### config.mk
export PLATFORM = sky130hd
export DESIGN_NAME = lfps_queue
export DESIGN_NICKNAME = d
export VERILOG_FILES = /design/src/rtl/lfps_pkg.sv /design/src/rtl/lfps_queue.sv
export SDC_FILE = /design/constraint.sdc
export NUM_CORES = 1
export LEC_CHECK = 0
export BUFFER_PORTS_ARGS = -buffer_cell sky130_fd_sc_hd__buf_4
export CORE_UTILIZATION = 50
export DETAILED_ROUTE_END_ITERATION = 16
export GPL_TIMING_DRIVEN = 0
export PLACE_DENSITY = 0.77
export SYNTH_ARGS = -nofsm -noshare
export SYNTH_HDL_FRONTEND = slang
export SYNTH_SLANG_ARGS = --single-unit
### constraint.sdc
create_clock -name clk -period 3.9 [get_ports clk]
set_input_delay 0.585 -clock clk [delete_from_list [all_inputs] [get_ports clk]]
set_output_delay 0.585 -clock clk [all_outputs]
set_load 0.01 [all_outputs]
### src/rtl/lfps_pkg.sv
// Shared types and constants for the line follower PID steering block.
// Holds the register map, the configuration bundle and the queue word format.
// No dependencies.
package lfps_pkg;

  localparam int REG_W = 16;
  localparam int IDX_W = 3;

  typedef enum logic [IDX_W-1:0] {
    REG_GAIN_P         = 3'd0,
    REG_GAIN_I         = 3'd1,
    REG_GAIN_D         = 3'd2,
    REG_INTEGRAL_LIMIT = 3'd3,
    REG_BASE_VALUE     = 3'd4,
    REG_EDGE_RIGHT     = 3'd5,
    REG_DRIVE_MODE     = 3'd6,
    REG_TARGET_LEVEL   = 3'd7
  } reg_idx_t;

  typedef struct packed {
    logic        [15:0] gain_p;
    logic        [15:0] gain_i;
    logic        [15:0] gain_d;
    logic signed [15:0] integral_limit;
    logic        [14:0] base_value;
    logic               edge_right;
    logic               drive_mode;
    logic        [15:0] target_level;
  } cfg_t;

  // one classified sample as handed from front to back
  typedef struct packed {
    logic signed [15:0] err;
    logic signed [15:0] sum;
    logic signed [15:0] diff;
  } work_t;

  // floor(m / 1000) == (m * RECIP_1000) >> RECIP_SHIFT, exact for any 32 bit m
  localparam logic [28:0] RECIP_1000  = 29'd274877907;
  localparam int          RECIP_SHIFT = 38;

  localparam logic [15:0] RST_GAIN_P  = 16'd600;
  localparam logic [15:0] RST_GAIN_I  = 16'd0;
  localparam logic [15:0] RST_GAIN_D  = 16'd200;
  localparam logic [15:0] RST_LIMIT   = 16'd100;
  localparam logic [14:0] RST_BASE    = 15'd200;
  localparam logic [15:0] RST_TARGET  = 16'd225;

endpackage

### src/rtl/lfps_queue.sv
// Two-entry queue between the front end and the arithmetic back end.
// Depends on lfps_pkg.
module lfps_queue import lfps_pkg::*; (
  input  logic  clk,
  input  logic  rst,
  input  logic  push,
  input  work_t push_item,
  output logic  full,
  input  logic  pop,
  output logic  empty,
  output work_t head
);

  work_t      mem [2];
  logic       wptr;
  logic       rptr;
  logic [1:0] count;

  assign full  = (count == 2'd2);
  assign empty = (count == 2'd0);
  assign head  = mem[rptr];

  always_ff @(posedge clk) begin
    if (push) mem[wptr] <= push_item;
  end

  always_ff @(posedge clk) begin
    if (rst) begin
      wptr  <= 1'b0;
      rptr  <= 1'b0;
      count <= '0;
    end else begin
      if (push) wptr <= !wptr;
      if (pop)  rptr <= !rptr;
      if (push && !pop)      count <= count + 2'd1;
      else if (pop && !push) count <= count - 2'd1;
    end
  end

  a_no_overflow: assert property (@(posedge clk) disable iff (rst)
    full |-> !push)
    else $error("queue written while full");

  a_count_bound: assert property (@(posedge clk) disable iff (rst)
    count != 2'd3)
    else $error("queue count out of range");

endmodule

==> flow_metrics.env <==
export IMPL_min_delay_start="push_item[27]"
export IMPL_nNetsFinal=338
export IMPL_path_common_cell="buf_4"
export IMPL_drt_total_wl_microns=5950
export IMPL_area_growth_pct=29.6
export IMPL_final_antenna_net_count=0
export IMPL_cp_arrival_ns=1.54
export IMPL_rr_endpoint="mem[1][4]$_DFFE_PP_"
export IMPL_met2_wirelength_microns=3190
export IMPL_wl_per_cell_microns=15.4
export IMPL_drv_slew=0
export IMPL_swShare=0.221
export IMPL_ys_seq_area_frac=0.813
export IMPL_maxCapViolCount=0
export IMPL_cts_root_buf="clkbuf_8"
export IMPL_syn_area_sq_um=3670
export IMPL_finalSetupViolCount=0
export IMPL_crit_path_cell_trace="buf_4, buf_6, mux2_2, buf_4"
export IMPL_reg2regPathDepth=2
export IMPL_hold_ws_ns=0.425
export IMPL_cts_buffer_depth=2
export IMPL_p_seq_frac=0.598
export IMPL_num_rows=30
export IMPL_design_core_area_sq_um=6940
export IMPL_ys_warn_count=0
export IMPL_fillerInstances=493
export IMPL_htree_levels=3
export IMPL_power_mw=2.14
export IMPL_period_needed_ns=2.13
export IMPL_drt_first_pass_iters=4
export IMPL_min_path_type="primary input to flip-flop"
export IMPL_reg2reg_from="wptr$_SDFFE_PP0P_"
export IMPL_crit_path_end_kind="output port"
export IMPL_crit_slowest_cell="dfxtp_1"
export IMPL_place_congestion=0.662
export IMPL_wl_met1_microns=2390
export IMPL_netlist_instances=171
export IMPL_cts_hold_buf=0
export IMPL_dp_slack_ns=1.99
export IMPL_io_pins=102
export IMPL_syn_avg_cell_area_sq_um=21.5
export IMPL_fin_crit_sh=0.545
export IMPL_die_x_microns=87.7
export IMPL_p_leak_nw=1.79
export IMPL_clock_sinks=101
export IMPL_overflow=0
export IMPL_insertion_delay_ns=0.34
export IMPL_first_iter_violations=63
export IMPL_final_cells=386
export IMPL_switchingPower_mw=0.472
export IMPL_antenna_found_initial=0
export IMPL_max_freq_mhz=470
export IMPL_vdd_drop_max_mv=0.255
export IMPL_rsz0062_at_grt="no"
export IMPL_reg2reg_slack_ns=2.39
export IMPL_vias=1868
export IMPL_cts_resized=0
export IMPL_cellPowerDensity_nw_per_um2=449
export IMPL_cts_made_buffers=9
export IMPL_p_comb_frac=0.148
export IMPL_die_area_sq_um=7690
export IMPL_grt_pass1_vias=1887
export IMPL_drive_above_1_share=0.586
export IMPL_route_detailed_drc=0
export IMPL_critical_path_max_stage_delay_ns=0.34
export IMPL_hold_viol_final=0
export IMPL_antenna_cells=0
export IMPL_p_int_mw=1.67
export IMPL_clkPwrFrac=0.254
export IMPL_setup_tns_ns=0
export IMPL_grt_usage=0.159
export IMPL_required_ns=3.31
export IMPL_tightest_slew_ns=0.678
export IMPL_whs_path_depth=1
export IMPL_hold_path_end="mem[0][27]$_DFFE_PP_"
export IMPL_clkSlewWorstSetupHoldPaths_ns=0.09
export IMPL_dpl_cell_area_sq_um=4600
export IMPL_setup_slack_ns=1.77
export IMPL_timing_slew_headroom=0.547
export IMPL_synth_cell_type_count=17
export IMPL_critPathKind="flip-flop to output port"
export IMPL_die_h_microns=87.7
export IMPL_cts_setup_buffers=0
export IMPL_final_core_util=0.685
export IMPL_cts_tree="yes"
export IMPL_start_util=0.529
export IMPL_io_buffers=101
export IMPL_route_met3_wl_microns=334
export IMPL_fin_skew_ns=0.00767
export IMPL_ys_ff_latch=101
export IMPL_dr_max_layer_used="met4"
export IMPL_grt_pass1_wl_microns=8800
export IMPL_post_place_cells=370
export IMPL_crit_fanout=10
export IMPL_cp_start_kind="flip-flop"
export IMPL_grt_max_degree=30
export IMPL_hpwlAfterDp_microns=4070
export IMPL_synth_nets=224
export IMPL_final_area_sq_um=4760
export IMPL_avgViaCountPerCell=4.84
export IMPL_status="finished, final reports clean"
[per-layer routing]
| metal | up-vias | track usage |
|---|---|---|
| met2 | 60 | 0.273 |
| met3 | 4 | 0.0452 |
| li1 | 890 | - |
| met4 | 0 | 0.0626 |
| met5 | - | 0 |
| met1 | 914 | 0.189 |
[layout by cell type (no fill, tap or decap)]
master and n:
buf_4 102, clkinv_4 1, clkbuf_1 2, nor2_1 5, or3_1 1, buf_6 2
o21ai_0 1, ha_1 1, buf_2 2, clkinv_1 3, clkbuf_8 9, mux2_2 48
edfxtp_1 96, a21oi_1 1, nor2b_4 1, inv_1 1, xor2_1 2, clkinvlp_4 1
and2b_2 1, dfxtp_1 5, and2_2 1, buf_12 2, xnor2_1 2
[worst max path at each step]
stage | from | end | slack, ns | cells after the start
floorplan | push | mem[0][0]$_DFFE_PP_ | 0.72 | 1
global placement | push | mem[0][19]$_DFFE_PP_ | -0.67 | 2
detailed placement | push | mem[0][0]$_DFFE_PP_ | 1.99 | 3
CTS | flip-flop | head[24] | 1.73 | 4
global route | flip-flop | head[31] | 1.67 | 4
finish | flip-flop | head[28] | 1.77 | 4
[cells by family (layout without fill, tap and decap cells)]
group / Yosys count / in the layout / share of synthesized area
flip-flops: 101 / 101 / 0.813
multiplexers: 48 / 48 / 0.147
AND/OR/NAND/NOR: 9 / 9 / 0.0126
buffers and inverters: 6 / 125 / 0.0119
XOR/XNOR: 4 / 4 / 0.00955
AO/OA/AOI/OAI: 2 / 2 / 0.00272
adder cells (fa/ha/maj): 1 / 1 / 0.00341
[power groups by stage]
stage	clock, mW	sequential, mW	combinational, mW
global placement	0	1.31	0.308
global route	0.598	1.29	0.341
detailed placement	0	1.30	0.321
floorplan	0	1.30	0.155
finish	0.543	1.28	0.315
CTS	0.557	1.28	0.322
[worst max-delay path, delay by kind of cell, from the launching register on]
family / cells / cell delay [ns]
buffers and inverters: 3 / 0.53
flip-flops: 1 / 0.34
multiplexers: 1 / 0.34
[cell type report]
cell class	instances	area, sq um	area share
Tap cell	96	120	0.0252
Sequential cell	101	2980	0.627
Multi-Input combinational cell	64	653	0.137
Inverter	1	3.75	0.000789
Buffer	5	40.0	0.00842
Timing Repair Buffer	103	798	0.168
Clock buffer	11	131	0.0276
Clock inverter	5	27.5	0.00579
[registers in the layout, summed over array words and instances (netlist names), named ones only]
name,count
rptr,1
count,2
mem,96
wptr,1
[synth_stat cells]
library cell	instances	area (sq um)
inv_1	1	3.75
mux2_2	48	541
nor2b_1	1	6.26
edfxtp_1	96	2880
o21ai_0	1	5.00
and2b_2	1	8.76
and2_1	1	6.26
nor2_1	5	18.8
buf_2	2	10.0
a21oi_1	1	5.00
xor2_1	2	17.5
dfxtp_1	5	100
buf_4	1	7.51
xnor2_1	2	17.5
ha_1	1	12.5
buf_6	2	22.5
or3_1	1	6.26
Note: power is estimated with default switching activity, not from simulation.
