## src/rtl/lfps_pkg.sv

```systemverilog
// Shared types and constants for the line follower PID steering block.
// Holds the register map, the configuration bundle and the queue word format.
// No dependencies.
package lfps_pkg;

  localparam int REG_W = 16;
  localparam int IDX_W = 3;

  typedef enum logic [IDX_W-1:0] {
    REG_GAIN_P         = 3'd0,
    REG_GAIN_I         = 3'd1,
    REG_GAIN_D         = 3'd2,
    REG_INTEGRAL_LIMIT = 3'd3,
    REG_BASE_VALUE     = 3'd4,
    REG_EDGE_RIGHT     = 3'd5,
    REG_DRIVE_MODE     = 3'd6,
    REG_TARGET_LEVEL   = 3'd7
  } reg_idx_t;

  typedef struct packed {
    logic        [15:0] gain_p;
    logic        [15:0] gain_i;
    logic        [15:0] gain_d;
    logic signed [15:0] integral_limit;
    logic        [14:0] base_value;
    logic               edge_right;
    logic               drive_mode;
    logic        [15:0] target_level;
  } cfg_t;

  // one classified sample as handed from front to back
  typedef struct packed {
    logic signed [15:0] err;
    logic signed [15:0] sum;
    logic signed [15:0] diff;
  } work_t;

  // floor(m / 1000) == (m * RECIP_1000) >> RECIP_SHIFT, exact for any 32 bit m
  localparam logic [28:0] RECIP_1000  = 29'd274877907;
  localparam int          RECIP_SHIFT = 38;

  localparam logic [15:0] RST_GAIN_P  = 16'd600;
  localparam logic [15:0] RST_GAIN_I  = 16'd0;
  localparam logic [15:0] RST_GAIN_D  = 16'd200;
  localparam logic [15:0] RST_LIMIT   = 16'd100;
  localparam logic [14:0] RST_BASE    = 15'd200;
  localparam logic [15:0] RST_TARGET  = 16'd225;

endpackage

```

## src/rtl/lfps_cfg.sv

```systemverilog
// Configuration register file for the steering block.
// Depends on lfps_pkg.
module lfps_cfg import lfps_pkg::*; (
  input  logic             clk,
  input  logic             rst,
  input  logic             cfg_we,
  input  logic [IDX_W-1:0] cfg_index,
  input  logic [REG_W-1:0] cfg_data,
  output cfg_t             cfg,
  output logic             target_wr
);

  always_ff @(posedge clk) begin
    if (rst) begin
      cfg.gain_p         <= RST_GAIN_P;
      cfg.gain_i         <= RST_GAIN_I;
      cfg.gain_d         <= RST_GAIN_D;
      cfg.integral_limit <= RST_LIMIT;
      cfg.base_value     <= RST_BASE;
      cfg.edge_right     <= 1'b0;
      cfg.drive_mode     <= 1'b1;
      cfg.target_level   <= RST_TARGET;
    end else if (cfg_we) begin
      unique case (reg_idx_t'(cfg_index))
        REG_GAIN_P:         cfg.gain_p         <= cfg_data;
        REG_GAIN_I:         cfg.gain_i         <= cfg_data;
        REG_GAIN_D:         cfg.gain_d         <= cfg_data;
        REG_INTEGRAL_LIMIT: cfg.integral_limit <= cfg_data;
        REG_BASE_VALUE:     cfg.base_value     <= cfg_data[14:0];
        REG_EDGE_RIGHT:     cfg.edge_right     <= cfg_data[0];
        REG_DRIVE_MODE:     cfg.drive_mode     <= cfg_data[0];
        REG_TARGET_LEVEL:   cfg.target_level   <= cfg_data;
        default: ;
      endcase
    end
  end

  // a fresh target releases the stop latch in the front end
  assign target_wr = cfg_we && (reg_idx_t'(cfg_index) == REG_TARGET_LEVEL);

endmodule

```

## config.mk

```make
export PLATFORM = sky130hd
export DESIGN_NAME = lfps_cfg
export DESIGN_NICKNAME = d
export VERILOG_FILES = /design/src/rtl/lfps_pkg.sv /design/src/rtl/lfps_cfg.sv
export SDC_FILE = /design/constraint.sdc
export NUM_CORES = 1
export LEC_CHECK = 0
export CAP_MARGIN = 20
export CORE_ASPECT_RATIO = 0.9
export CORE_UTILIZATION = 60
export CTS_CLUSTER_DIAMETER = 40
export CTS_CLUSTER_SIZE = 8
export DETAILED_ROUTE_END_ITERATION = 8
export DONT_BUFFER_PORTS = 1
export PLACE_DENSITY = 0.76
export SKIP_CTS_REPAIR_TIMING = 1
export SYNTH_ARGS = -nofsm -noshare
export SYNTH_HDL_FRONTEND = slang
export SYNTH_SLANG_ARGS = --single-unit
```

## constraint.sdc

```tcl
create_clock -name clk -period 2.4 [get_ports clk]
set_input_delay 0.48 -clock clk [delete_from_list [all_inputs] [get_ports clk]]
set_output_delay 0.48 -clock clk [all_outputs]
set_load 0.01 [all_outputs]
```

==> results of run 1 <==
[worst paths after layout]
path                              startpoint   endpoint  slack (ns)  depth (start not counted)
worst max-delay path            cfg_index[0]  target_wr        0.97                          3
worst min-delay path             cfg_data[6]    cfg[71]        0.28                          2
worst max register to register        cfg[3]     cfg[3]        1.69                          2
worst min register to register       cfg[32]    cfg[32]        0.52                          2
[where the power goes]
group          switching [W]  leakage [nW]  total, W  internal [W]
combinational      0.0000624          1.02  0.000136     0.0000737
sequential         0.0000417         0.786   0.00169       0.00164
clock               0.000553        0.0959  0.000992      0.000439
total               0.000657          1.90   0.00281       0.00216
[per-stage QoR]
stage,worst slack (ns),total power (W),area [µm²],utilization (%)
2_1_floorplan,0.590,0.00186,3880,-
3_3_place_gp,0.940,0.00186,3910,63.2
3_5_place_dp,0.932,0.00186,3910,63.2
5_1_grt,0.976,0.00293,4100,66.3
4_1_cts,0.983,0.00284,4100,66.3
6_report,0.973,0.00281,4100,66.3
[layout make-up]
type	count	area, µm²	share of cell area [%]
flip-flops and latches	97	1940	47.4
multi-input cells	229	1800	43.9
clock buffers	11	151	3.70
well taps	87	109	2.66
repair buffers	7	52.6	1.28
clock inverters	5	38.8	0.947
inverters	1	3.75	0.0916
[cell families (layout without fill, tap and decap cells)]
group	Yosys count	in the layout	share of synthesized area, %
and+or+nand+nor	132	132	20.8
muxes	97	97	25.0
buffers and inverters	30	24	4.13
DFF	97	97	50.0
[metal layers]
metal	share of wire [%]	wire, µm	up-vias	global-route usage [%]
li1	-	-	1153	-
met1	45	3510	1159	30.4
met2	45	3450	75	36.0
met3	9.3	721	6	12.1
met4	0.74	57	0	5.17
met5	0	0	-	0
[placed cells by master, fill, tap and decap left out, drive strengths merged]
cell type | Yosys | routed
or4b | 1 | 1
nor4bb | 2 | 2
clkbuf | 15 | 11
nand4bb | 3 | 3
inv | 1 | 2
nor4b | 1 | 1
clkinv | 0 | 3
nand2b | 95 | 95
nand4b | 3 | 3
mux2i | 97 | 97
dfxtp | 97 | 97
buf | 14 | 7
nand4 | 1 | 1
clkinvlp | 0 | 1
nor2 | 26 | 26
[critical path: stages]
cell and delay, ns:
nand4_1 0.21, inv_1 0.12, buf_4 0.13
==> flow_summary.toml, run 1 <==
[die]
dieArea_mm2 = 0.00679
ios = 120
rows = 27
die_h_um = 78.3
die-width_um = 86.8
core_area_mm2 = 0.00618
start_util_pct = 62.8

[finish]
reg.largest.list = "cfg (97)"
final_nets = 367
regMostFlops = "cfg"
fin_cells = 437
syn2layout_area_growth_pct = 5.58
largest_reg_flops = 97
diodes = 0
layout-drive-gt1-share_pct = 7.71
nFillCells = 507

[clock_tree]
clock_sinks = 97
clockBufferDepth = 2
clk_latency_ns = 0.35
cts_tree = "built"
clkTransAtPathRegs_ns = 0.09
htreeDepth = 3
cts_buffers = 9
root_buffer = "clkbuf_8"

[routing]
drt_iter0_drc = 119
dr.pass1.iters = 4
ant_nets = 0
vias = 2393
drc = 0
wl_per_cell_um = 17.7
vias_per_cell = 5.48
wl_mm = 7.74

[sta]
finalCritPeriodShare_pct = 59.5
maxSlewHeadroom_pct = 56.8
skew_ns = 0
setup_tns_ns = 0
period_minus_slack_ns = 1.43
hold_slack_ns = 0.275
grt_setup_unrepaired = "no"
tightest_slew_ns = 0.647
finalSetupViolations = 0
slew_violations = 0
fmax_mhz = 701
hold_viol = 0

[worst_setup_path]
worstSetupPathType = "in2out"
critical_path_required_ns = 1.92
end_kind = "output pin"
worst-path-max-fanout = 11
start_kind = "input pin"
cp.arrival_ns = 0.95

[placed_design]
post-place-cells = 421
dp_hpwl_mm = 5.27
port_buffers = 0
gp_congestion = 0.731

[flow_run]
maxCapViolCount = 0

[synth]
synth_area_mm2 = 0.00388
yosysSeqAreaShare_pct = 50.0
ys_ff_latch = 97
syn_nets = 378
yosysTopAreaCell = "dfxtp_1"
synth_area_per_cell_um2 = 10.9
async_flop_share_pct = 0
synthTopCellsByArea = "dfxtp_1, mux2i_1, nand2b_1"
ys_warn_count = 0
netlist-cell-type-count = 16
synth_top_area_share_pct = 50.0
synth_flop_cell = "dfxtp_1"
synth_edf_count = 0
syn_inst = 356
ys_top_cells_by_count = "dfxtp_1, mux2i_1, nand2b_1"

[pwr]
vdd_drop_max_mv = 0.532
leakagePower_nw = 1.90
power_density_mw_per_mm2 = 687

[global_route]
grt_pass1_vias = 2337
grt_max_degree = 122
grt.overflow.total = 0
antenna_found_initial = 0
grt_pass1_wl_mm = 12.1
grt_use_total_pct = 23.8

[run_status]
status = "complete, no violations"

[worst_hold_path]
worstHoldPathType = "in2reg"
(Power assumes the default switching activity.)
==> run 2, diff against run 1 <==
Settings changed: CORE_UTILIZATION 60 to 56, PLACE_DENSITY 0.76 to 0.74.
Clock period 2.4 ns to 1.15 ns, I/O delays scaled along.
==> flow_summary.toml, run 2 (synthesis gave the netlist of run 1 again) <==
[worst_setup_path]
end_kind = "output pin"
cp.arrival_ns = 0.79
start_kind = "input pin"
worst-path-max-fanout = 11
worstSetupPathType = "in2out"
critical_path_required_ns = 0.92

[clock_tree]
clock_sinks = 97
clkTransAtPathRegs_ns = 0.09
cts_buffers = 9
htreeDepth = 3
clk_latency_ns = 0.36
clockBufferDepth = 2
root_buffer = "clkbuf_8"
cts_tree = "built"

[global_route]
busiest_layer = "met2"
gr-usage-met1_pct = 28.3
antenna_found_initial = 0
met2_usage_pct = 35.0
grt_use_total_pct = 22.7
grt_max_degree = 122
grt.overflow.total = 0
grt_pass1_vias = 2296
grt_pass1_wl_mm = 12.5
use_met3_pct = 10.8

[finish]
nFillCells = 550
final_util_pct = 62.7
final_cell_mix = "mux2i_1, dfxtp_1, nand2b_1"
diodes = 0
design_area_mm2 = 0.00415
reg.largest.list = "cfg (97)"
register_area_mm2 = 0.00194
syn2layout_area_growth_pct = 7.06
regMostFlops = "cfg"
largest_reg_flops = 97
layout-drive-gt1-share_pct = 8.24
fin_cells = 442
final_nets = 369
multi_input_area_mm2 = 0.00180

[routing]
drt_iter0_drc = 82
drc = 0
ant_nets = 0
dr.pass1.iters = 4
wl_mm = 8.06
vias = 2393
wl_per_cell_um = 18.2
vias_per_cell = 5.41

[placed_design]
dpl-instance-area_mm2 = 0.00398
pre_cts_slack_ns = -0.0831
gp_congestion = 0.765
port_buffers = 0
post-place-cells = 426
dp_hpwl_mm = 5.50

[die]
start_util_pct = 58.6
ios = 120
rows = 28
die_h_um = 81.0
dieArea_mm2 = 0.00727
die-width_um = 89.7
core_area_mm2 = 0.00662

[sta]
grt_setup_unrepaired = "no"
period_minus_slack_ns = 1.02
maxSlewHeadroom_pct = 75.2
finalCritPeriodShare_pct = 88.8
slew_violations = 0
skew_ns = 0
finalSetupViolations = 0
worst_slack_ns = 0.129
hold_viol = 0
tightest_slew_ns = 0.371
fmax_mhz = 979

[run_status]
status = "complete, no violations"

[pwr]
vdd_drop_max_mv = 0.878
power_density_mw_per_mm2 = 1400
leakagePower_nw = 1.92

[flow_run]
maxCapViolCount = 0

[worst_hold_path]
worstHoldPathType = "in2reg"
[run 2: cell types whose count changed in the layout (fill, tap and decap cells not counted), sizes merged]
cell | previous run | this run
clkinvlp | 1 | 2
clkbuf | 11 | 9
inv | 2 | 3
buf | 7 | 9
[run 2: cell type report]
type,count,area share (%)
Inverter,1,0.0904
Timing Repair Buffer,9,2.83
Clock buffer,9,2.98
Multi-Input combinational cell,229,43.3
Clock inverter,7,1.33
Sequential cell,97,46.7
Tap cell,90,2.71
[run 2: worst paths after layout]
check / start / end / slack [ns] / cells past startpoint
hold / removal: cfg_data[6] / cfg[71] / 0.04 / 2
hold reg to reg: cfg[74] / cfg[74] / 0.52 / 2
setup / recovery: cfg_index[0] / target_wr / 0.13 / 4
setup reg to reg: cfg[96] / cfg[96] / 0.44 / 2
[run 2: report_power, final]
part / leakage (nW) / internal, W / switching (W)
Combinational: 1.05 / 0.000164 / 0.000137
Clock: 0.0862 / 0.000804 / 0.00120
Sequential: 0.786 / 0.00343 / 0.0000884
[run 2: critical path, stage by stage]
cell and delay (ns):
nand4_1 0.18, buf_12 0.22, inv_1 0.05, buf_4 0.11
[run 2: per-stage QoR]
stage          hold WS [ns]  TNS (ns)  total power, W
6_report             0.0366         0         0.00582
5_1_grt              0.0208         0         0.00605
4_1_cts              0.0137         0         0.00589
3_5_place_dp          0.404    -0.945         0.00390
3_3_place_gp          0.387    -0.796         0.00390
2_1_floorplan         0.385     -2.66         0.00389
[run 2: layer usage]
| layer | vias up | wire [µm] |
|---|---|---|
| li1 | 1152 | - |
| met1 | 1148 | 3630 |
| met2 | 81 | 3550 |
| met3 | 12 | 754 |
| met4 | 0 | 122 |
| met5 | - | 0 |
