<file path="src/rtl/lfps_pkg.sv">
// Shared types and constants for the line follower PID steering block.
// Holds the register map, the configuration bundle and the queue word format.
// No dependencies.
package lfps_pkg;

  localparam int REG_W = 16;
  localparam int IDX_W = 3;

  typedef enum logic [IDX_W-1:0] {
    REG_GAIN_P         = 3'd0,
    REG_GAIN_I         = 3'd1,
    REG_GAIN_D         = 3'd2,
    REG_INTEGRAL_LIMIT = 3'd3,
    REG_BASE_VALUE     = 3'd4,
    REG_EDGE_RIGHT     = 3'd5,
    REG_DRIVE_MODE     = 3'd6,
    REG_TARGET_LEVEL   = 3'd7
  } reg_idx_t;

  typedef struct packed {
    logic        [15:0] gain_p;
    logic        [15:0] gain_i;
    logic        [15:0] gain_d;
    logic signed [15:0] integral_limit;
    logic        [14:0] base_value;
    logic               edge_right;
    logic               drive_mode;
    logic        [15:0] target_level;
  } cfg_t;

  // one classified sample as handed from front to back
  typedef struct packed {
    logic signed [15:0] err;
    logic signed [15:0] sum;
    logic signed [15:0] diff;
  } work_t;

  // floor(m / 1000) == (m * RECIP_1000) >> RECIP_SHIFT, exact for any 32 bit m
  localparam logic [28:0] RECIP_1000  = 29'd274877907;
  localparam int          RECIP_SHIFT = 38;

  localparam logic [15:0] RST_GAIN_P  = 16'd600;
  localparam logic [15:0] RST_GAIN_I  = 16'd0;
  localparam logic [15:0] RST_GAIN_D  = 16'd200;
  localparam logic [15:0] RST_LIMIT   = 16'd100;
  localparam logic [14:0] RST_BASE    = 15'd200;
  localparam logic [15:0] RST_TARGET  = 16'd225;

endpackage

</file>
<file path="src/rtl/lfps_front.sv">
// Front end: takes sensor words, forms the error, the running sum and the
// derivative difference, and pushes them to the queue. Depends on lfps_pkg.
module lfps_front import lfps_pkg::*; #(
  parameter int SENSOR_BITS = 10
) (
  input  logic                   clk,
  input  logic                   rst,
  input  cfg_t                   cfg,
  input  logic                   target_wr,
  input  logic                   in_valid,
  input  logic [SENSOR_BITS-1:0] sensor,
  input  logic                   stop,
  output logic                   in_ready,
  input  logic                   q_full,
  output logic                   push,
  output work_t                  push_item
);

  logic signed [15:0] error_sum;
  logic signed [15:0] previous_error;
  logic               target_cleared;

  logic               cleared_now;
  logic        [15:0] target;
  logic signed [15:0] err;
  logic signed [15:0] error_sum_next;

  assign in_ready = !q_full;
  assign push     = in_valid && !q_full;

  always_comb begin
    cleared_now = target_cleared || stop;
    target      = cleared_now ? 16'd0 : cfg.target_level;
    err         = $signed(target - 16'(sensor));
    // accumulate only below the limit, no lower clamp
    if (error_sum < cfg.integral_limit) error_sum_next = error_sum + err;
    else                                error_sum_next = error_sum;
    push_item.err  = err;
    push_item.sum  = error_sum_next;
    push_item.diff = previous_error - err;
  end

  always_ff @(posedge clk) begin
    if (rst) begin
      error_sum      <= '0;
      previous_error <= '0;
      target_cleared <= 1'b0;
    end else begin
      if (push) begin
        error_sum      <= error_sum_next;
        previous_error <= err;
      end
      if (target_wr)  target_cleared <= 1'b0;
      else if (push)  target_cleared <= cleared_now;
    end
  end

  a_stop_latches: assert property (@(posedge clk) disable iff (rst)
    (push && stop && !target_wr) |=> target_cleared)
    else $error("stop request did not latch the target");

  a_sum_holds_at_limit: assert property (@(posedge clk) disable iff (rst)
    (push && !(error_sum < cfg.integral_limit)) |=> $stable(error_sum))
    else $error("error sum moved while at or above the limit");

endmodule

</file>
<file path="config.mk">
export PLATFORM = sky130hd
export DESIGN_NAME = lfps_front
export DESIGN_NICKNAME = d
export VERILOG_FILES = /design/src/rtl/lfps_pkg.sv /design/src/rtl/lfps_front.sv
export SDC_FILE = /design/constraint.sdc
export NUM_CORES = 1
export LEC_CHECK = 0
export ABC_CLOCK_PERIOD_IN_PS = 5060
export BUFFER_PORTS_ARGS = -buffer_cell sky130_fd_sc_hd__clkbuf_2
export CAP_MARGIN = 10
export CORE_MARGIN = 2
export CORE_UTILIZATION = 36
export DETAILED_ROUTE_END_ITERATION = 12
export GPL_ROUTABILITY_DRIVEN = 0
export GPL_TIMING_DRIVEN = 0
export PLACE_DENSITY = 0.65
export SYNTH_ARGS = -nofsm -noshare
export SYNTH_HDL_FRONTEND = slang
export SYNTH_SLANG_ARGS = --single-unit
</file>
<file path="constraint.sdc">
create_clock -name clk -period 5.06 [get_ports clk]
set_input_delay 0.759 -clock clk [delete_from_list [all_inputs] [get_ports clk]]
set_output_delay 0.759 -clock clk [all_outputs]
set_load 0.05 [all_outputs]
</file>
==> results of run 1 <==
==> cells by family (layout without fill, tap and decap cells) <==
| logic type | count (synthesis) | in the layout |
|---|---|---|
| AOI/OAI and AO/OA | 134 | 134 |
| xor gates and xnor gates | 33 | 33 |
| buffers and inverters | 78 | 214 |
| and+or+nand+nor | 175 | 175 |
| DFF | 33 | 33 |
| adders and majority gates | 64 | 64 |
| muxes | 12 | 12 |
==> synth_stat cells, types with 3 or more instances <==
master / n
sky130_fd_sc_hd__o21a_1: 5
sky130_fd_sc_hd__nand2_1: 54
sky130_fd_sc_hd__inv_1: 63
sky130_fd_sc_hd__clkbuf_1: 12
sky130_fd_sc_hd__and3_1: 4
sky130_fd_sc_hd__a21oi_1: 46
sky130_fd_sc_hd__nor2b_1: 4
sky130_fd_sc_hd__ha_1: 58
sky130_fd_sc_hd__o21ai_0: 23
sky130_fd_sc_hd__dfxtp_1: 33
sky130_fd_sc_hd__nand3b_1: 3
sky130_fd_sc_hd__nor3_1: 20
sky130_fd_sc_hd__o22ai_1: 3
sky130_fd_sc_hd__xnor2_1: 22
sky130_fd_sc_hd__nor2_1: 46
sky130_fd_sc_hd__or2_2: 4
sky130_fd_sc_hd__nand3_1: 16
sky130_fd_sc_hd__mux2_2: 10
sky130_fd_sc_hd__xor2_1: 11
sky130_fd_sc_hd__fa_1: 3
sky130_fd_sc_hd__a211oi_1: 9
sky130_fd_sc_hd__and2_1: 10
sky130_fd_sc_hd__o21bai_1: 3
sky130_fd_sc_hd__a21o_1: 7
==> power groups by stage <==
stage          clock, mW  sequential, mW  combinational, mW
6_report           0.187           0.305               1.42
5_1_grt            0.200           0.307               1.51
4_1_cts            0.189           0.303               1.31
3_5_place_dp           0           0.307               1.17
3_3_place_gp           0           0.306               1.15
2_1_floorplan          0           0.301              0.938
==> metal layers <==
metal	wire, um	global-route usage (%)	vias up
met5	0	0	-
met4	128	3.663	0
met3	444	1.266	16
met2	6285	38.99	110
met1	5282	23.16	1965
li1	-	-	2118
==> worst max path at each step <==
stage | end | slack (ns) | cells past startpoint
after global routing | push_item[30] | -0.38 | 21
after CTS | push_item[12] | -0.16 | 21
after global placement | push_item[30] | -0.78 | 22
final | push_item[30] | -0.24 | 21
after detailed placement | push_item[30] | -0.84 | 22
after floorplan | push_item[12] | -0.22 | 17
==> cells in the final DEF, fill, tap and decap left out, types with 5 or more instances in the layout <==
master                     instances
sky130_fd_sc_hd__nor3_1           18
sky130_fd_sc_hd__inv_2             9
sky130_fd_sc_hd__and2_1            8
sky130_fd_sc_hd__clkbuf_1          9
sky130_fd_sc_hd__clkbuf_2         84
sky130_fd_sc_hd__buf_8             8
sky130_fd_sc_hd__nand2_1          51
sky130_fd_sc_hd__xnor2_4           7
sky130_fd_sc_hd__a21oi_1          33
sky130_fd_sc_hd__ha_1             38
sky130_fd_sc_hd__clkbuf_8          5
sky130_fd_sc_hd__buf_4            33
sky130_fd_sc_hd__nor2_4            7
sky130_fd_sc_hd__o21a_1            5
sky130_fd_sc_hd__a21o_1            7
sky130_fd_sc_hd__o21ai_0          18
sky130_fd_sc_hd__inv_1            53
sky130_fd_sc_hd__nor2_1           38
sky130_fd_sc_hd__xor2_1            7
sky130_fd_sc_hd__a21oi_2          11
sky130_fd_sc_hd__mux2_2            9
sky130_fd_sc_hd__a211oi_1          8
sky130_fd_sc_hd__dfxtp_1          33
sky130_fd_sc_hd__xnor2_1          12
sky130_fd_sc_hd__ha_4             17
sky130_fd_sc_hd__nand3_1          12
==> sequential cells by signal (all words and copies together), names as in the netlist <==
name / flops
error_sum: 16
previous_error: 16
target_cleared: 1
==> final cells by class <==
type,count,area (um2),area share (%)
Tap cell,140,175.2,2.991
Inverter,64,246.5,4.209
Clock inverter,1,5.005,0.08547
Sequential cell,33,660.6,11.28
Multi-Input combinational cell,418,3780,64.55
Timing Repair Buffer,132,863.3,14.74
Clock buffer,5,68.82,1.175
Buffer,12,56.30,0.9615
==> worst max-delay path, stage by stage <==
cell	delay, ns
sky130_fd_sc_hd__buf_8	0.10
sky130_fd_sc_hd__nor2_4	0.16
sky130_fd_sc_hd__buf_8	0.14
sky130_fd_sc_hd__and2_4	0.16
sky130_fd_sc_hd__buf_6	0.10
sky130_fd_sc_hd__fa_2	0.21
sky130_fd_sc_hd__nand3_2	0.09
sky130_fd_sc_hd__a21boi_2	0.21
sky130_fd_sc_hd__o21ai_2	0.12
sky130_fd_sc_hd__and2b_2	0.24
sky130_fd_sc_hd__xnor2_4	0.28
sky130_fd_sc_hd__ha_4	0.26
sky130_fd_sc_hd__o21a_1	0.12
sky130_fd_sc_hd__o21a_1	0.22
sky130_fd_sc_hd__and4_4	0.20
sky130_fd_sc_hd__a2111oi_4	0.30
sky130_fd_sc_hd__o21bai_1	0.14
sky130_fd_sc_hd__a21oi_2	0.21
sky130_fd_sc_hd__xnor2_2	0.10
sky130_fd_sc_hd__mux2_4	0.27
sky130_fd_sc_hd__buf_8	0.15
==> what timing repair did <==
item,CTS,global route
buffers inserted,24,10
pin swaps,49,41
cloned,1,0
endpoints found under the hold margin,0,0
gates resized for setup,71,62
setup endpoints to repair,14,12
==> run summary, run 1 <==
Synthesis
• number of nets in the synthesized netlist: 703
• Syn Std Cell Area: 3919 um2
• count of flip-flops with a built-in enable after synthesis: 0
• dominant combinational cell family by area after synthesis: compound AO/OA/AOI/OAI gates
• multiplexer share of the synthesized area: 3.384%
• Most used DFF post-synth: sky130_fd_sc_hd__dfxtp_1
• Synth cell types: 67
• Syn. warnings: 0
• leading post-synthesis cells by cell area: sky130_fd_sc_hd__ha_1, sky130_fd_sc_hd__dfxtp_1, sky130_fd_sc_hd__inv_1
• sequential element share of the synthesized area: 16.86%
• adder and majority gate portion of the synthesized area: 20.88%
• fraction of post-synthesis cell area in the top cell type by area: 18.52%
• Gate Count Post-Synth: 529
• average instance area after synthesis: 7.408 um2
• biggest area consumer among synthesized cells: sky130_fd_sc_hd__ha_1
• area fraction in and, or, nand and nor cells after synthesis: 20.95%
• xor and xnor area share after synthesis: 7.375%
• fraction of the mapped netlist area in compound gates: 23.08%
• synthesis-stage register bit count: 33
• Async SR Flop Fraction: 0%

Min path
• worst hold path depth: 2
• end point of the most critical hold path: previous_error[4]
• type of the most critical hold path: reg2reg
• launch point of the worst hold path: previous_error[4]

Critical path
• depth of the worst register-to-register path: 20
• type of destination of the critical path: output port
• launching instance or port of the critical path: stop
• CP required: 4.30 ns
• Worst Path Class, Setup: in2out
• largest fanout on the critical path: 5
• reg-to-reg critical path endpoint: error_sum[15]
• Arr. time, crit path: 4.54 ns
• startpoint type of the worst setup path: input pin
• launch point of the worst reg-to-reg path: target_cleared
• Register-to-Register Setup Slack: 0.95 ns

Power and ir drop
• Net Sw Frac: 52.91%
• Net Switching: 1.011 mW
• pwr/cell area: 326.4 nW/um2
• sum of internal, switching and leakage power: 1.911 mW
• proportion of power drawn by combinational gates: 74.3%
• leakage component of the power: 2.725 nW
• Internal Pwr Total: 0.9001 mW
• Clk network pwr share: 9.8%
• worst IR drop on VDD: 0.1630 mV
• relative contribution of sequential cells to total power: 15.9%

Clock network
• TritonCTS clock tree: built
• CTS Buf Count: 5
• count of clock tree sinks: 33
• H-Tree Level Count: 2
• insertion delay to the later sink of the worst-skew pair: 0.29 ns
• buffer type at the clock tree root: sky130_fd_sc_hd__clkbuf_8
• clock transition at the registers of the reported paths: 0.06 ns
• CTS Hold Buffers Added: 0
• buffer depth of the longest clock path: 2

Detailed routing
• Routed wire per std cell: 15.08 um
• post-detailed-route via-to-cell ratio: 5.229
• Post-DRT Antenna Nets: 0
• routed vias: 4209
• first-iteration detailed-routing DRC count: 163
• wire length after detailed routing: 12140 um
• number of remaining DRC errors: 0
• Detailed Routing Iterations Pass 1: 4

Final layout
• synthesis-to-finish area growth: 49.43%
• share of post-route cells with drive strength above 1: 40.00%
• final antenna diode count: 0
• cell area after layout: 5856 um2
• filler-free cell count of the finished design: 805
• number of nets in the final layout: 840
• Filler cells: 987
• final core area utilization: 54.49%

Timing
• number of hold violations in the final report: 0
• final hold slack: 0.4881 ns
• portion of the clock cycle consumed by the worst path in the final layout: 104.7%
• sum of negative setup slack: -0.9344 ns
• min Tclk post-route: 5.298 ns
• Least-Margin Pin Slew: 0.6182 ns
• setup repair after global routing missed its margin: yes
• worst rel slew slack: 58.78%
• achievable frequency: 0.1888 GHz
• setup slack after layout: -0.2379 ns
• Clock Skew: 0.004710 ns
• Setup-failing EPs final: 8
• final max-slew violation count: 0

Global route
• via count of the first global-routing pass: 4185
• first-pass GRT wire length: 18760 um
• total gr overflow: 0
• antenna violations before repair: 0
• total global-route track usage: 19.69%
• maximum number of pins on one net before global-route repair: 11

Floorplan
• Ports: 163
• number of rows in the core area: 38
• Core Footprint: 10750 um2
• die width: 108.3 um
• starting utilization of the core area: 36.47%
• Die Outline Area: 11740 um2
• Die Height: 108.3 um

Placement
• placement-stage cell area: 4888 um2
• Post-Place Cells: 766
• worst setup slack before clock tree synthesis: -0.8400 ns
• detailed placement HPWL: 8940 um
• count of buffers from port buffering: 97

Flow run
• Max Cap Viol: 0

Run status
• outcome: complete, but fails checks
• failing checks: negative setup slack

No activity file was read; power rests on OpenSTA's default activity.
==> run 2, diff against run 1 <==
Settings changed: PLACE_DENSITY 0.65 to 0.73.
==> run 2 against run 1 <==
Combinational power is essentially flat. Maximum frequency grew 0.75%. Total power grew 3.9%. Via count grew 1.8%. Hold slack lost 0.0078 ns. Clock skew grew 0.0056 ns. Count of clock-buffer cells in the layout grew 1. Sequential power is essentially flat. Critical endpoint unchanged. Register-to-register slack gained 0.04 ns. First-iteration DRC count grew 94%. The flow still finishes with violations (negative setup slack).
==> run summary, run 2 (synthesis results as in run 1) <==
Clock network
• CTS Buf Count: 5, unchanged
• TritonCTS clock tree: built
• buffer depth of the longest clock path: 2, unchanged
• clock transition at the registers of the reported paths: 0.07 ns, about the same
• buffer type at the clock tree root: sky130_fd_sc_hd__clkbuf_8
• insertion delay to the later sink of the worst-skew pair: 0.30 ns, about the same
• H-Tree Level Count: 2, unchanged
• count of clock tree sinks: 33, unchanged

Power and ir drop
• sum of internal, switching and leakage power: 1.985 mW, +3.9%
• leakage component of the power: 2.742 nW, +0.65%
• worst IR drop on VDD: 0.1536 mV, -5.8%
• pwr/cell area: 340.8 nW/um2, +4.4%

Final layout
• Regs by FF count: error_sum (16), previous_error (16), target_cleared (1)
• commonest non-fill, non-tap cells in the layout: sky130_fd_sc_hd__clkbuf_2, sky130_fd_sc_hd__inv_1, sky130_fd_sc_hd__nand2_1, sky130_fd_sc_hd__ha_1, sky130_fd_sc_hd__nor2_1
• final antenna diode count: 0, unchanged
• most common cell after layout, fill and taps aside: sky130_fd_sc_hd__clkbuf_2
• number of nets in the final layout: 841, +0.12%
• synthesis-to-finish area growth: 48.66%
• share of post-route cells with drive strength above 1: 38.62%, -1.4 points
• Filler cells: 982, -0.51%

Detailed routing
• Detailed Routing Iterations Pass 1: 4, unchanged
• number of remaining DRC errors: 0, unchanged
• wire length after detailed routing: 12140 um, about the same
• routed vias: 4286, +1.8%
• Post-DRT Antenna Nets: 0, unchanged
• post-detailed-route via-to-cell ratio: 5.304, +1.5%
• first-iteration detailed-routing DRC count: 316, +94%
• Routed wire per std cell: 15.03 um, -0.35%

Flow run
• Max Cap Viol: 0, unchanged

Timing
• number of hold violations in the final report: 0, unchanged
• portion of the clock cycle consumed by the worst path in the final layout: 103.9%, -0.78 points
• final max-slew violation count: 0, unchanged
• sum of negative setup slack: -0.9183 ns, +0.01606 ns
• worst rel slew slack: 58.98%, +0.19 points
• setup repair after global routing missed its margin: yes
• setup slack after layout: -0.1985 ns, +0.03938 ns
• Setup-failing EPs final: 7, -1
• Least-Margin Pin Slew: 0.6154 ns, -0.002865 ns
• achievable frequency: 0.1902 GHz, +0.75%
• min Tclk post-route: 5.258 ns, -0.03938 ns
• Clock Skew: 0.01034 ns, +0.005630 ns

Run status
• outcome: complete, but fails checks
• failing checks: negative setup slack

Critical path
• depth of the worst register-to-register path: 20, unchanged
• Worst Path Class, Setup: in2out
• Register-to-Register Setup Slack: 0.99 ns, +0.04 ns
• reg-to-reg critical path endpoint: error_sum[15]
• startpoint type of the worst setup path: input pin
• type of destination of the critical path: output port
• CP required: 4.30 ns, about the same
• Arr. time, crit path: 4.50 ns, -0.04 ns
• launch point of the worst reg-to-reg path: target_cleared
• largest fanout on the critical path: 5, unchanged

Floorplan
• starting utilization of the core area: 36.47%, unchanged
• Die Height: 108.3 um, unchanged
• die width: 108.3 um, unchanged
• Ports: 163, unchanged
• Core Footprint: 10750 um2, unchanged
• number of rows in the core area: 38, unchanged
• Die Outline Area: 11740 um2, unchanged

Placement
• worst setup slack before clock tree synthesis: -0.7942 ns, +0.04586 ns
• detailed placement HPWL: 8970 um, +0.33%
• count of buffers from port buffering: 97, unchanged

Global route
• maximum number of pins on one net before global-route repair: 12, +1
• total gr overflow: 0, unchanged
• via count of the first global-routing pass: 4218, +0.79%
• antenna violations before repair: 0, unchanged
• total global-route track usage: 19.89%, +0.20 points
• first-pass GRT wire length: 19060 um, +1.6%

Min path
• worst hold path depth: 2, unchanged
• type of the most critical hold path: reg2reg
• launch point of the worst hold path: previous_error[13]
• end point of the most critical hold path: previous_error[13]

## run 2: how the worst max path moves through the flow
stage,depth (start not counted),slack (ns),start,end
3_5_place_dp,22,-0.79,stop,push_item[30]
4_1_cts,23,-0.20,stop,push_item[31]
6_report,22,-0.20,stop,push_item[30]
3_3_place_gp,22,-0.75,stop,push_item[30]
2_1_floorplan,17,-0.22,stop,push_item[12]
5_1_grt,23,-0.37,stop,push_item[12]
## run 2: per-layer routing
metal / up-vias / part of all wire, % / track usage [%]
li1: 2120 / - / -
met1: 2012 / 41 / 23.60
met2: 136 / 52 / 37.69
met3: 18 / 5.2 / 1.869
met4: 0 / 1.6 / 5.769
met5: - / 0 / 0
## run 2: timing repair
item                       in CTS  in global routing
resized for setup              69                 50
hold buffers                    0                  0
setup endpoints to repair      14                 13
pin swaps                      41                 36
setup buffers                  23                 12
cloned                          1                  0
## run 2: per-stage QoR
stage	cells	util (%)	hold WS (ns)	cell area, um2
3_5_place_dp	766	45.49	0.4626	4888
6_report	808	54.22	0.4802	5826
2_1_floorplan	529	-	0.4406	4228
5_1_grt	808	54.22	0.5107	5826
3_3_place_gp	766	45.49	0.4536	4888
4_1_cts	796	51.60	0.4743	5544
## run 2: power by group
group | switching (mW) | internal (mW) | leakage (nW) | total [mW]
logic | 0.890 | 0.525 | 2.41 | 1.41
clock network | 0.106 | 0.160 | 0.0574 | 0.266
registers | 0.0247 | 0.280 | 0.270 | 0.304
total | 1.02 | 0.964 | 2.74 | 1.99
## run 2: layout make-up
class	instances	area (um2)	share of cell area, %
multi-input combinational	418	3696	63.44
timing repair buffer	133	870.8	14.95
sequential	33	660.6	11.34
inverter	64	246.5	4.231
tap	140	175.2	3.007
clock buffer	6	82.58	1.418
buffer	12	56.30	0.9665
clock inverter	2	37.54	0.6443
## run 2: critical path: stages
cell and delay [ns]:
sky130_fd_sc_hd__buf_8 0.10, sky130_fd_sc_hd__nor2_4 0.15, sky130_fd_sc_hd__buf_8 0.14, sky130_fd_sc_hd__nand2_4 0.05
sky130_fd_sc_hd__ha_4 0.15, sky130_fd_sc_hd__inv_2 0.05, sky130_fd_sc_hd__fa_2 0.21, sky130_fd_sc_hd__nand3_2 0.09
sky130_fd_sc_hd__a21boi_2 0.19, sky130_fd_sc_hd__o21ai_2 0.11, sky130_fd_sc_hd__and2b_2 0.25, sky130_fd_sc_hd__xnor2_4 0.26
sky130_fd_sc_hd__ha_4 0.25, sky130_fd_sc_hd__o21a_1 0.12, sky130_fd_sc_hd__o21a_1 0.23, sky130_fd_sc_hd__and4_4 0.21
sky130_fd_sc_hd__a2111oi_4 0.30, sky130_fd_sc_hd__o21bai_1 0.12, sky130_fd_sc_hd__a21oi_1 0.19, sky130_fd_sc_hd__xnor2_1 0.11
sky130_fd_sc_hd__mux2_4 0.28, sky130_fd_sc_hd__buf_8 0.15
==> run 3, diff against run 2 <==
Settings changed: ABC_AREA set to 1, PLACE_DENSITY 0.73 to 0.72.
==> run 3 against run 2 <==
The flow now finishes without violations. Core utilization decreased by 7.8 points. Flip-flop and latch count unchanged. Final cell count increased by 18%. Count of clock-buffer cells in the layout unchanged. Design area decreased by 7.9%. Via count increased by 5.0%. Non-clock buffer count decreased by 32. Area after synthesis increased by 10%. Die area increased by 9.6%. Worst setup slack improved by 0.40 ns. Critical path type unchanged. Largest cell class unchanged. Largest power group unchanged.
==> run summary, run 3 <==
Min path
• launch point of the worst hold path: previous_error[0]
• end point of the most critical hold path: previous_error[0]
• type of the most critical hold path: reg2reg
• worst hold path depth: 2, unchanged

Clock network
• CTS Hold Buffers Added: 0, unchanged
• insertion delay to the later sink of the worst-skew pair: 0.28 ns, -0.02 ns
• TritonCTS clock tree: built
• buffer depth of the longest clock path: 2, unchanged
• CTS Buf Count: 5, unchanged
• clock transition at the registers of the reported paths: 0.06 ns, about the same
• count of clock tree sinks: 33, unchanged
• buffer type at the clock tree root: sky130_fd_sc_hd__clkbuf_16
• H-Tree Level Count: 2, unchanged

Synthesis
• Post-synth top cells: sky130_fd_sc_hd__nand2_1, sky130_fd_sc_hd__inv_1, sky130_fd_sc_hd__ha_1
• dominant combinational cell family by area after synthesis: simple AND/OR/NAND/NOR gates
• synthesis-stage register bit count: 33, unchanged
• area fraction in and, or, nand and nor cells after synthesis: 29.05%, +8.1 points
• Most used DFF post-synth: sky130_fd_sc_hd__dfxtp_1
• average instance area after synthesis: 6.151 um2, -17%
• biggest area consumer among synthesized cells: sky130_fd_sc_hd__ha_1
• xor and xnor area share after synthesis: 5.485%, -1.9 points
• leading post-synthesis cells by cell area: sky130_fd_sc_hd__ha_1, sky130_fd_sc_hd__dfxtp_1, sky130_fd_sc_hd__nand2_1
• count of flip-flops with a built-in enable after synthesis: 0, unchanged
• number of nets in the synthesized netlist: 875, +24%
• multiplexer share of the synthesized area: 0%, -3.4 points
• Syn Std Cell Area: 4312 um2, +10%
• Syn. warnings: 0, unchanged
• Synth cell types: 36, -46%
• Gate Count Post-Synth: 701, +33%
• fraction of post-synthesis cell area in the top cell type by area: 16.83%, -1.7 points
• sequential element share of the synthesized area: 15.32%, -1.5 points
• fraction of the mapped netlist area in compound gates: 16.69%, -6.4 points
• adder and majority gate portion of the synthesized area: 18.22%, -2.7 points
• dominant cell by count in the synthesized netlist: sky130_fd_sc_hd__nand2_1
• Async SR Flop Fraction: 0%, unchanged

Detailed routing
• number of remaining DRC errors: 0, unchanged
• first-iteration detailed-routing DRC count: 225, -29%
• routed vias: 4500, +5.0%
• wire length after detailed routing: 11430 um, -5.9%
• post-detailed-route via-to-cell ratio: 4.722, -11%
• Detailed Routing Iterations Pass 1: 4, unchanged
• Routed wire per std cell: 11.99 um, -20%
• Post-DRT Antenna Nets: 0, unchanged

Power and ir drop
• leakage component of the power: 3.232 nW, +18%
• worst IR drop on VDD: 0.1793 mV, +17%
• pwr/cell area: 343.8 nW/um2, +0.89%
• proportion of power drawn by combinational gates: 67.5%, -3.8 points
• relative contribution of sequential cells to total power: 16.3%, +1.0 points
• Net Sw Frac: 55.77%, +4.3 points
• Net Switching: 1.028 mW, +0.73%
• sum of internal, switching and leakage power: 1.844 mW, -7.1%
• Clk network pwr share: 16.2%, +2.8 points
• Internal Pwr Total: 0.8155 mW, -15%

Placement
• detailed placement HPWL: 9382 um, +4.6%
• count of buffers from port buffering: 97, unchanged
• Post-Place Cells: 941, +23%
• worst setup slack before clock tree synthesis: -0.5302 ns, +0.2640 ns

Global route
• via count of the first global-routing pass: 4263, +1.1%
• first-pass GRT wire length: 18990 um, -0.40%
• antenna violations before repair: 0, unchanged
• maximum number of pins on one net before global-route repair: 11, -1
• total global-route track usage: 18.02%, -1.9 points
• total gr overflow: 0, unchanged

Timing
• worst rel slew slack: 60.35%, +1.4 points
• number of hold violations in the final report: 0, unchanged
• achievable frequency: 0.2057 GHz, +8.1%
• Setup-failing EPs final: 0, -7
• setup slack after layout: 0.1975 ns, +0.3960 ns
• final max-slew violation count: 0, unchanged
• Clock Skew: 0.005119 ns, -0.005221 ns
• setup repair after global routing missed its margin: yes
• Least-Margin Pin Slew: 0.5947 ns, -0.02067 ns
• portion of the clock cycle consumed by the worst path in the final layout: 96.10%, -7.8 points
• min Tclk post-route: 4.862 ns, -0.3960 ns

Final layout
• filler-free cell count of the finished design: 953, +18%
• commonest non-fill, non-tap cells in the layout: sky130_fd_sc_hd__nand2_1, sky130_fd_sc_hd__inv_1, sky130_fd_sc_hd__clkbuf_2, sky130_fd_sc_hd__a21oi_1, sky130_fd_sc_hd__ha_1
• Regs by FF count: error_sum (16), previous_error (16), target_cleared (1)
• share of post-route cells with drive strength above 1: 21.98%, -17 points
• most common cell after layout, fill and taps aside: sky130_fd_sc_hd__nand2_1
• final core area utilization: 46.37%, -7.8 points
• synthesis-to-finish area growth: 24.38%
• number of nets in the final layout: 983, +17%
• final antenna diode count: 0, unchanged

Critical path
• depth of the worst register-to-register path: 28, +40%
• largest fanout on the critical path: 6, +1
• reg-to-reg critical path endpoint: error_sum[15]
• launch point of the worst reg-to-reg path: target_cleared
• Arr. time, crit path: 4.10 ns, -0.40 ns
• launching instance or port of the critical path: stop
• startpoint type of the worst setup path: input pin
• CP required: 4.30 ns, about the same
• Register-to-Register Setup Slack: 1.35 ns, +0.36 ns
• type of destination of the critical path: output port
• Worst Path Class, Setup: in2out

Floorplan
• Core Footprint: 11560 um2, +7.6%
• Ports: 163, unchanged
• Die Height: 113.4 um, +4.7%
• number of rows in the core area: 39, +2.6%
• Die Outline Area: 12870 um2, +9.6%
• starting utilization of the core area: 37.28%, +0.81 points
• die width: 113.4 um, +4.7%

Run status
• outcome: finished clean

Flow run
• Max Cap Viol: 0, unchanged

## run 3: kinds of logic (layout without fill, tap and decap cells)
group,count (synthesis),in the layout
flops,33,33
xor+xnor,27,27
simple gates,287,287
buf+inv,170,279
fa+ha+maj,61,61
compound gates,123,123
## run 3: power by group through the flow
stage               clock, mW  sequential, mW  combinational, mW
floorplan                   0           0.298              0.956
finish                  0.298           0.301               1.24
global route            0.314           0.303               1.36
detailed placement          0           0.304               1.21
CTS                     0.303           0.299               1.22
global placement            0           0.304               1.20
## run 3: how the worst max path moves through the flow
stage                     to  slack (ns)
2_1_floorplan   push_item[9]       -0.12
3_3_place_gp   push_item[31]       -0.49
3_5_place_dp   push_item[31]       -0.53
4_1_cts        push_item[31]        0.01
5_1_grt        push_item[31]       -0.13
6_report       push_item[31]        0.20
## run 3: worst max-delay path, cell delays in order
cell and delay (ns):
sky130_fd_sc_hd__clkbuf_2 0.13, sky130_fd_sc_hd__nor2_4 0.05, sky130_fd_sc_hd__nand2_1 0.07, sky130_fd_sc_hd__ha_1 0.14
sky130_fd_sc_hd__inv_1 0.08, sky130_fd_sc_hd__fa_2 0.38, sky130_fd_sc_hd__nand3_1 0.11, sky130_fd_sc_hd__nand2_2 0.10
sky130_fd_sc_hd__a31oi_4 0.23, sky130_fd_sc_hd__o21ai_4 0.10, sky130_fd_sc_hd__a21oi_4 0.19, sky130_fd_sc_hd__nand2_1 0.07
sky130_fd_sc_hd__nand2_1 0.11, sky130_fd_sc_hd__nand2_2 0.11, sky130_fd_sc_hd__ha_4 0.32, sky130_fd_sc_hd__nand2_1 0.05
sky130_fd_sc_hd__nand2_1 0.07, sky130_fd_sc_hd__nand3_1 0.06, sky130_fd_sc_hd__and2_0 0.13, sky130_fd_sc_hd__and2_0 0.12
sky130_fd_sc_hd__nand2_1 0.10, sky130_fd_sc_hd__inv_1 0.05, sky130_fd_sc_hd__nand2_1 0.06, sky130_fd_sc_hd__nand2_1 0.05
sky130_fd_sc_hd__inv_1 0.08, sky130_fd_sc_hd__nand3_1 0.10, sky130_fd_sc_hd__nand2_2 0.09, sky130_fd_sc_hd__clkbuf_8 0.17
## run 3: layer usage
metal / vias to the layer above / share of wire, % / GRT usage (%)
met5: - / 0 / 0
met1: 1970 / 48 / 24.38
li1: 2420 / - / -
met2: 99 / 46 / 31.02
met3: 11 / 4.1 / 1.541
met4: 0 / 1.5 / 4.715
## run 3: final cells by class
type / instances / area (um2)
fill: 1221 / 6202
multi-input combinational: 498 / 3196
sequential: 33 / 660.6
inverter: 158 / 593.1
timing repair buffer: 101 / 531.8
tap: 143 / 178.9
clock buffer: 6 / 128.9
buffer: 12 / 63.81
clock inverter: 2 / 10.01
## run 3: per-stage QoR
step                      hold slack [ns]  instance area (um2)  TNS, ns
after global placement             0.4537                 5044   -2.073
after detailed placement           0.4605                 5044   -2.454
after global routing               0.5012                 5363  -0.1912
final                              0.4652                 5363        0
after floorplan                    0.4344                 4379  -0.1374
after CTS                          0.4691                 5241        0
## run 3: what timing repair did
action,in CTS,in global routing
hold endpoints to repair,0,0
cloned,0,0
pin swaps,3,3
endpoints found under the setup margin,11,12
setup buffers,2,2
resized for setup,11,17
